File: config.mk
export PLATFORM = sky130hd
export DESIGN_NAME = html_text_escaper
export DESIGN_NICKNAME = d
export VERILOG_FILES = /design/src/rtl/hte_pkg.sv /design/src/rtl/hte_front.sv /design/src/rtl/hte_queue.sv /design/src/rtl/hte_back.sv /design/src/rtl/html_text_escaper.sv
export SDC_FILE = /design/constraint.sdc
export NUM_CORES = 1
export LEC_CHECK = 0
export ABC_AREA = 0
export BUFFER_PORTS_ARGS = -buffer_cell sky130_fd_sc_hd__buf_2
export CORE_ASPECT_RATIO = 0.7
export CORE_MARGIN = 2
export CORE_UTILIZATION = 55
export DETAILED_ROUTE_END_ITERATION = 10
export MAX_ROUTING_LAYER = met4
export PLACE_DENSITY = 0.75
export SLEW_MARGIN = 30
export SYNTH_ARGS = -nofsm -noshare
export SYNTH_HDL_FRONTEND = slang
export SYNTH_HIERARCHICAL = 1
export SYNTH_SLANG_ARGS = --single-unit
File: constraint.sdc
create_clock -name clock -period 5.4 [get_ports clock]
set_input_delay 1.08 -clock clock [delete_from_list [all_inputs] [get_ports clock]]
set_output_delay 1.08 -clock clock [all_outputs]
set_load 0.01 [all_outputs]
File: src/rtl/hte_pkg.sv
// Shared types, constants and character functions of the HTML text escaper.
package hte_pkg;

   // Queue between front and back
   localparam int QDEPTH = 2;
   localparam int QPTR_W = (QDEPTH > 1) ? $clog2(QDEPTH) : 1;
   localparam int QCNT_W = $clog2(QDEPTH + 1);

   // Line-break pairing state
   localparam logic [1:0] SKIP_NONE = 2'd0;
   localparam logic [1:0] SKIP_CR   = 2'd1;
   localparam logic [1:0] SKIP_LF   = 2'd2;

   localparam logic [7:0] CH_LF   = 8'h0A;
   localparam logic [7:0] CH_CR   = 8'h0D;
   localparam logic [7:0] CH_SP   = 8'h20;
   localparam logic [7:0] CH_QUOT = 8'h22;
   localparam logic [7:0] CH_AMP  = 8'h26;
   localparam logic [7:0] CH_SEMI = 8'h3B;
   localparam logic [7:0] CH_LT   = 8'h3C;
   localparam logic [7:0] CH_GT   = 8'h3E;

   typedef enum logic [2:0] {
      KIND_LETTER,
      KIND_NBSP,
      KIND_AMP,
      KIND_LT,
      KIND_GT,
      KIND_QUOT,
      KIND_BR,
      KIND_HEX
   } hte_kind_type;

   typedef struct packed {
      hte_kind_type kind;
      logic [7:0]   text_byte;
   } hte_item_type;

   typedef struct packed {
      logic         valid;
      hte_item_type item;
   } hte_push_type;

   typedef struct packed {
      logic         valid;
      hte_item_type item;
   } hte_head_type;

   function automatic logic [7:0] hex_digit(input logic [3:0] v);
      if (v < 4'd10) begin
         return 8'h30 + {4'h0, v};
      end else begin
         return 8'h37 + {4'h0, v};
      end
   endfunction

   // Index of the final character of a run
   function automatic logic [2:0] run_last_idx(input hte_kind_type kind);
      logic [2:0] r;
      unique case (kind) inside
         KIND_LETTER:         r = 3'd0;
         KIND_AMP:            r = 3'd4;
         KIND_LT, KIND_GT:    r = 3'd3;
         default:             r = 3'd5;
      endcase
      return r;
   endfunction

   // Character idx of the run for one item; text is left-aligned in 48 bits
   function automatic logic [7:0] run_char(input hte_item_type it, input logic [2:0] idx);
      logic [47:0] s;
      logic [47:0] sh;
      unique case (it.kind)
         KIND_LETTER: s = {it.text_byte, 40'h0};
         KIND_NBSP:   s = "&nbsp;";
         KIND_AMP:    s = {"&amp;", 8'h00};
         KIND_LT:     s = {"&lt;", 16'h0000};
         KIND_GT:     s = {"&gt;", 16'h0000};
         KIND_QUOT:   s = "&quot;";
         KIND_BR:     s = {"<BR>", CH_CR, CH_LF};
         default:     s = {"&#x", hex_digit(it.text_byte[7:4]),
                           hex_digit(it.text_byte[3:0]), ";"};
      endcase
      sh = s << {idx, 3'b000};
      return sh[47:40];
   endfunction

endpackage

File: src/rtl/hte_front.sv
// Front end: input handshake, line-break pairing and byte classification.
module hte_front (
   input  logic                 clock,
   input  logic                 reset,
   input  logic                 req_valid,
   output logic                 req_ready,
   input  logic [7:0]           req_text_byte,
   input  logic                 req_last_in_text,
   input  logic                 q_full,
   output hte_pkg::hte_push_type push
);

   logic [1:0]            skip_ff, skip_in;
   logic                  accept;
   logic                  drop;
   hte_pkg::hte_kind_type kind;

   assign req_ready = !q_full;
   assign accept    = req_valid && req_ready;

   assign drop = (skip_ff == hte_pkg::SKIP_CR && req_text_byte == hte_pkg::CH_CR) ||
                 (skip_ff == hte_pkg::SKIP_LF && req_text_byte == hte_pkg::CH_LF);

   always_comb begin
      unique case (req_text_byte) inside
         [8'h41:8'h5A], [8'h61:8'h7A]:   kind = hte_pkg::KIND_LETTER;
         hte_pkg::CH_SP:                 kind = hte_pkg::KIND_NBSP;
         hte_pkg::CH_AMP:                kind = hte_pkg::KIND_AMP;
         hte_pkg::CH_LT:                 kind = hte_pkg::KIND_LT;
         hte_pkg::CH_GT:                 kind = hte_pkg::KIND_GT;
         hte_pkg::CH_QUOT:               kind = hte_pkg::KIND_QUOT;
         hte_pkg::CH_LF, hte_pkg::CH_CR: kind = hte_pkg::KIND_BR;
         default:                        kind = hte_pkg::KIND_HEX;
      endcase
   end

   always_comb begin
      skip_in = hte_pkg::SKIP_NONE;
      if (!drop && !req_last_in_text) begin
         if (req_text_byte == hte_pkg::CH_LF) begin
            skip_in = hte_pkg::SKIP_CR;
         end else if (req_text_byte == hte_pkg::CH_CR) begin
            skip_in = hte_pkg::SKIP_LF;
         end
      end
   end

   // a dropped byte leaves no entry in the queue
   assign push.valid          = accept && !drop;
   assign push.item.kind      = kind;
   assign push.item.text_byte = req_text_byte;

   always_ff @(posedge clock) begin
      if (reset) begin
         skip_ff <= hte_pkg::SKIP_NONE;
      end else if (accept) begin
         skip_ff <= skip_in;
      end
   end

endmodule

File: src/rtl/hte_queue.sv
// Small register queue of classified bytes between front and back.
module hte_queue (
   input  logic                  clock,
   input  logic                  reset,
   input  hte_pkg::hte_push_type push,
   input  logic                  pop,
   output logic                  full,
   output hte_pkg::hte_head_type head
);

   hte_pkg::hte_item_type             mem_ff [hte_pkg::QDEPTH];
   logic [hte_pkg::QPTR_W-1:0]        wr_ptr_ff, wr_ptr_in;
   logic [hte_pkg::QPTR_W-1:0]        rd_ptr_ff, rd_ptr_in;
   logic [hte_pkg::QCNT_W-1:0]        count_ff, count_in;
   logic                              do_push, do_pop;

   localparam logic [hte_pkg::QPTR_W-1:0] PTR_LAST = hte_pkg::QPTR_W'(hte_pkg::QDEPTH - 1);
   localparam logic [hte_pkg::QCNT_W-1:0] CNT_FULL = hte_pkg::QCNT_W'(hte_pkg::QDEPTH);

   assign full       = (count_ff == CNT_FULL);
   assign head.valid = (count_ff != '0);
   assign head.item  = mem_ff[rd_ptr_ff];

   assign do_push = push.valid && !full;
   assign do_pop  = pop && head.valid;

   always_comb begin
      wr_ptr_in = wr_ptr_ff;
      rd_ptr_in = rd_ptr_ff;
      count_in  = count_ff;
      if (do_push) begin
         wr_ptr_in = (wr_ptr_ff == PTR_LAST) ? '0 : wr_ptr_ff + 1'b1;
      end
      if (do_pop) begin
         rd_ptr_in = (rd_ptr_ff == PTR_LAST) ? '0 : rd_ptr_ff + 1'b1;
      end
      if (do_push && !do_pop) begin
         count_in = count_ff + 1'b1;
      end else if (do_pop && !do_push) begin
         count_in = count_ff - 1'b1;
      end
   end

   always_ff @(posedge clock) begin
      if (reset) begin
         wr_ptr_ff <= '0;
         rd_ptr_ff <= '0;
         count_ff  <= '0;
      end else begin
         wr_ptr_ff <= wr_ptr_in;
         rd_ptr_ff <= rd_ptr_in;
         count_ff  <= count_in;
      end
   end

   always_ff @(posedge clock) begin
      if (do_push) begin
         mem_ff[wr_ptr_ff] <= push.item;
      end
   end

endmodule

File: src/rtl/hte_back.sv
// Back end: walks the character run of the head item into the output register.
module hte_back (
   input  logic                  clock,
   input  logic                  reset,
   input  hte_pkg::hte_head_type head,
   output logic                  pop,
   output logic                  rsp_valid,
   input  logic                  rsp_ready,
   output logic [7:0]            rsp_out_char,
   output logic                  rsp_out_last
);

   logic [2:0] idx_ff, idx_in;
   logic       rsp_valid_ff, rsp_valid_in;
   logic [7:0] char_ff, char_in;
   logic       last_ff, last_in;
   logic       load;
   logic       run_end;

   // output slot free or being emptied this cycle
   assign load    = head.valid && (!rsp_valid_ff || rsp_ready);
   assign run_end = (idx_ff == hte_pkg::run_last_idx(head.item.kind));
   assign pop     = load && run_end;

   always_comb begin
      idx_in       = idx_ff;
      rsp_valid_in = rsp_valid_ff && !rsp_ready;
      char_in      = char_ff;
      last_in      = last_ff;
      if (load) begin
         rsp_valid_in = 1'b1;
         char_in      = hte_pkg::run_char(head.item, idx_ff);
         last_in      = run_end;
         idx_in       = run_end ? 3'd0 : idx_ff + 3'd1;
      end
   end

   always_ff @(posedge clock) begin
      if (reset) begin
         idx_ff       <= 3'd0;
         rsp_valid_ff <= 1'b0;
      end else begin
         idx_ff       <= idx_in;
         rsp_valid_ff <= rsp_valid_in;
      end
      char_ff <= char_in;
      last_ff <= last_in;
   end

   assign rsp_valid    = rsp_valid_ff;
   assign rsp_out_char = char_ff;
   assign rsp_out_last = last_ff;

endmodule

File: src/rtl/html_text_escaper.sv
// HTML text escaper top level: byte in, HTML character run out.
//
// Input channel req_*: one text byte per transaction, req_last_in_text marks
// the final byte of a text. Output channel rsp_*: one HTML character per
// transaction, rsp_out_last high on the final character of a byte's run.
// Letters give one character, "<" and ">" four, "&" five, everything else
// six. A CR following an LF (or LF following CR) inside a text gives none.
// Throughput: the back end sends one character per cycle while rsp_ready is
// high and a byte is queued, one character of the byte's run at a time; the
// front takes a byte every cycle while the two-entry queue has room.
// An accepted byte is written into the queue; once it is the queue head and
// the output register is free, its first character is loaded onto rsp_*.
// Reset (synchronous, active high) empties the queue, clears the output valid
// flag and forgets any pending line-break pairing.
// When the receiver holds rsp_ready low the output character stays put, the
// queue fills, and req_ready drops once it is full.
module html_text_escaper (
   input  logic       clock,
   input  logic       reset,
   input  logic       req_valid,
   output logic       req_ready,
   input  logic [7:0] req_text_byte,
   input  logic       req_last_in_text,
   output logic       rsp_valid,
   input  logic       rsp_ready,
   output logic [7:0] rsp_out_char,
   output logic       rsp_out_last
);

   hte_pkg::hte_push_type push;
   hte_pkg::hte_head_type head;
   logic                  q_full;
   logic                  pop;

   hte_front u_front (
      .clock            (clock),
      .reset            (reset),
      .req_valid        (req_valid),
      .req_ready        (req_ready),
      .req_text_byte    (req_text_byte),
      .req_last_in_text (req_last_in_text),
      .q_full           (q_full),
      .push             (push)
   );

   hte_queue u_queue (
      .clock (clock),
      .reset (reset),
      .push  (push),
      .pop   (pop),
      .full  (q_full),
      .head  (head)
   );

   hte_back u_back (
      .clock        (clock),
      .reset        (reset),
      .head         (head),
      .pop          (pop),
      .rsp_valid    (rsp_valid),
      .rsp_ready    (rsp_ready),
      .rsp_out_char (rsp_out_char),
      .rsp_out_last (rsp_out_last)
   );

endmodule

==> results.md <==
* Status: completed
* Final Cycle Share at 62.6%
* Via density per instance at 6.11
* PwrDens at 454 nW/um^2
* RSZ-0062 raised after global routing: false
* Final setup violation count at 0
* Commonest non-fill, non-tap cells in the layout: edfxtp_1, a21oi_1, buf_2
* Row cnt at 21
* Register area share after synthesis at 42.0%
* Inst Count DP at 361
* Total track usage at 23.2%
* Setup TNS at 0 ns
* Drt pass-1 iters at 5
* CTS buffer count at 5
* WP data required at 5.63 ns
* H-Tree Depth at 2
* Synth cell types at 61
* Syn-to-layout area delta at 5.29%
* Vias in the first global route at 2004
* Clock skew at 0.00206 ns
* Most used cell, CP: nor2_1
* Maximum VDD drop at 0.240 mV
* Clk_lat worst skew at 0.29 ns
* Gr ovfl total at 0
* First-pass GRT wire length at 9.79 mm
* Main synth FF type: edfxtp_1
* Initial DRC count at 325
* HPWL after detailed placement at 4.14 mm
* Yosys reg bits at 42
* CP startpoint kind: flip-flop
* Hold Vio Cnt, Final at 0
* I/O Pins at 24
* GPL Wtd Cong at 0.989
* CP endpoint kind: flip-flop
* Post-DRT Antenna Nets at 0
* Share of layout cells above drive strength 1 at 18.7%
* IO buf count at 23
* Slew Limit Fails at 0
* Worst-path clk slew at 0.08 ns
* Syn_area_per_cell at 9.39 sq um
* Fin nets at 318
* # Post-CTS Setup Buffers at 0
* Commonest non-fill, non-tap cell in the layout: edfxtp_1
* Kind of critical path: reg2reg
* Post-DR wirelength/cell at 15.7 microns
* Antenna violations before repair at 0
* CTS max path bufs at 2
* Resized Gates After CTS at 0
* HP Class: reg2reg
* Critical path data arrival time at 3.60 ns
* Die height at 63.1 microns
* Die ar. at 5570 sq um
* Max cap viols at 0
* Worst slew pin tran at 0.828 ns
* Post-synth EDFFs at 31
* Yosys warnings at 6
* Slowest cell on crit path: or4b_1
* Fin worst setup slack at 2.02 ns
* Async SR Flop Fraction at 0%
* Fmax at 0.296 GHz
* CTS sink cnt at 42
* Max-Slew Margin vs Limit at 44.7%
* Root buf cell: clkbuf_8
* Largest net degree at the start of global routing at 30
* Total core area at 4780 sq um
* Final Non-Filler Cells at 369
* Crit-path max cell delay at 0.67 ns
* Cells along the critical path: mux2_2 -> or4b_1 -> nor2_1 -> a2111oi_4 -> nor2_1 -> o21ai_0 -> ha_1 -> or3_1 -> a21oi_1
* Syn Std Cell Area at 2740 sq um
* Vias at 2254
* Initial Util at 57.3%
* DR DRC count at 0
* CP max FO at 29
* Period minus WS final at 3.38 ns
* CTS tree: built
* Width of the die at 88.4 microns
* Design Power at 1.31 mW
* Lkg Pwr at 1.02 nW
* Synth Instances at 292
* CTS Hold Buffers Added at 0
* Post-Syn Nets at 311
* DP Worst Slack at 2.07 ns
* Final wirelength at 5.78 mm
* Number of antenna diodes at 0
## registers in the layout, indices dropped and copies added (netlist names), named ones only
name	flops
u_queue/wr_ptr_ff	1
u_back/rsp_out_last	1
u_back/rsp_valid	1
u_queue/rd_ptr_ff	1
u_queue/mem_ff	22
u_back/idx_ff	3
u_front/skip_ff	2
u_back/rsp_out_char	8
u_queue/count_ff	2
## metrics by stage
step	utilization [%]	instance area, sq um	hold WS, ns
2_1_floorplan	-	2740	0.452
3_3_place_gp	58.6	2800	0.471
3_5_place_dp	58.6	2800	0.492
4_1_cts	60.4	2890	0.505
5_1_grt	60.4	2890	0.548
6_report	60.4	2890	0.505
## layout make-up
cell class	count	area [sq um]
fillers	423	1900
multi-input cells	210	1390
flip-flops and latches	42	1150
repair buffers	23	115
well taps	69	86.3
clock buffers	7	76.3
inverters	17	63.8
clock inverters	1	7.51
## kinds of logic after synthesis
kind of cell               after synthesis  share of synthesized area [%]
xor gates and xnor gates                 6                           1.92
AOI/OAI and AO/OA                       80                           19.7
buffers and inverters                   40                           7.44
DFF                                     42                           42.0
adders and majority gates                6                           2.74
muxes                                   14                           5.61
and+or+nand+nor                        104                           20.6
## synthesized netlist by cell type, types with 6 or more instances
cell      count  area [sq um]
edfxtp_1     31           931
buf_4         9          67.6
dfxtp_1      11           220
a21oi_1      27           135
ha_1          6          75.1
inv_1        16          60.1
nand2b_1      9          56.3
buf_2        10          50.1
nor3_1        8          40.0
or3_1         6          37.5
nand2_1      22          82.6
o21ai_0      22           110
mux2_2       11           124
nor2_1       19          71.3
nand3_1      14          70.1
## layer usage
metal  vias up  wire length, microns  global-route usage (%)
met2       111                  2490                    30.9
met5         -                     0                       -
met1      1046                  2750                    35.0
met3        13                   450                    5.11
met4         0                    87                    7.58
li1       1084                     -                       -
## critical path: cells and delay by family, from the launching register on
| kind | cells | cell delay (ns) |
|---|---|---|
| fa+ha+maj | 1 | 0.36 |
| compound gates | 3 | 0.37 |
| mux | 1 | 0.61 |
| flops | 1 | 0.61 |
| simple gates | 4 | 1.36 |
## worst paths after layout
path                          from                   to  slack, ns  cells past startpoint
hold reg to reg   u_back/rsp_valid     u_back/rsp_valid       0.50                      2
setup / recovery         flip-flop  u_queue/count_ff[1]       2.02                      9
setup reg to reg         flip-flop  u_queue/count_ff[1]       2.02                      9
hold / removal    u_back/rsp_valid     u_back/rsp_valid       0.50                      2
## where the power goes
group          switching [mW]  total, mW  internal [mW]  leakage [nW]
clock                   0.103      0.195         0.0915        0.0385
sequential             0.0655      0.535          0.469         0.374
combinational           0.366      0.580          0.215         0.605
total                   0.535       1.31          0.775          1.02
(Power assumes the default switching activity.)
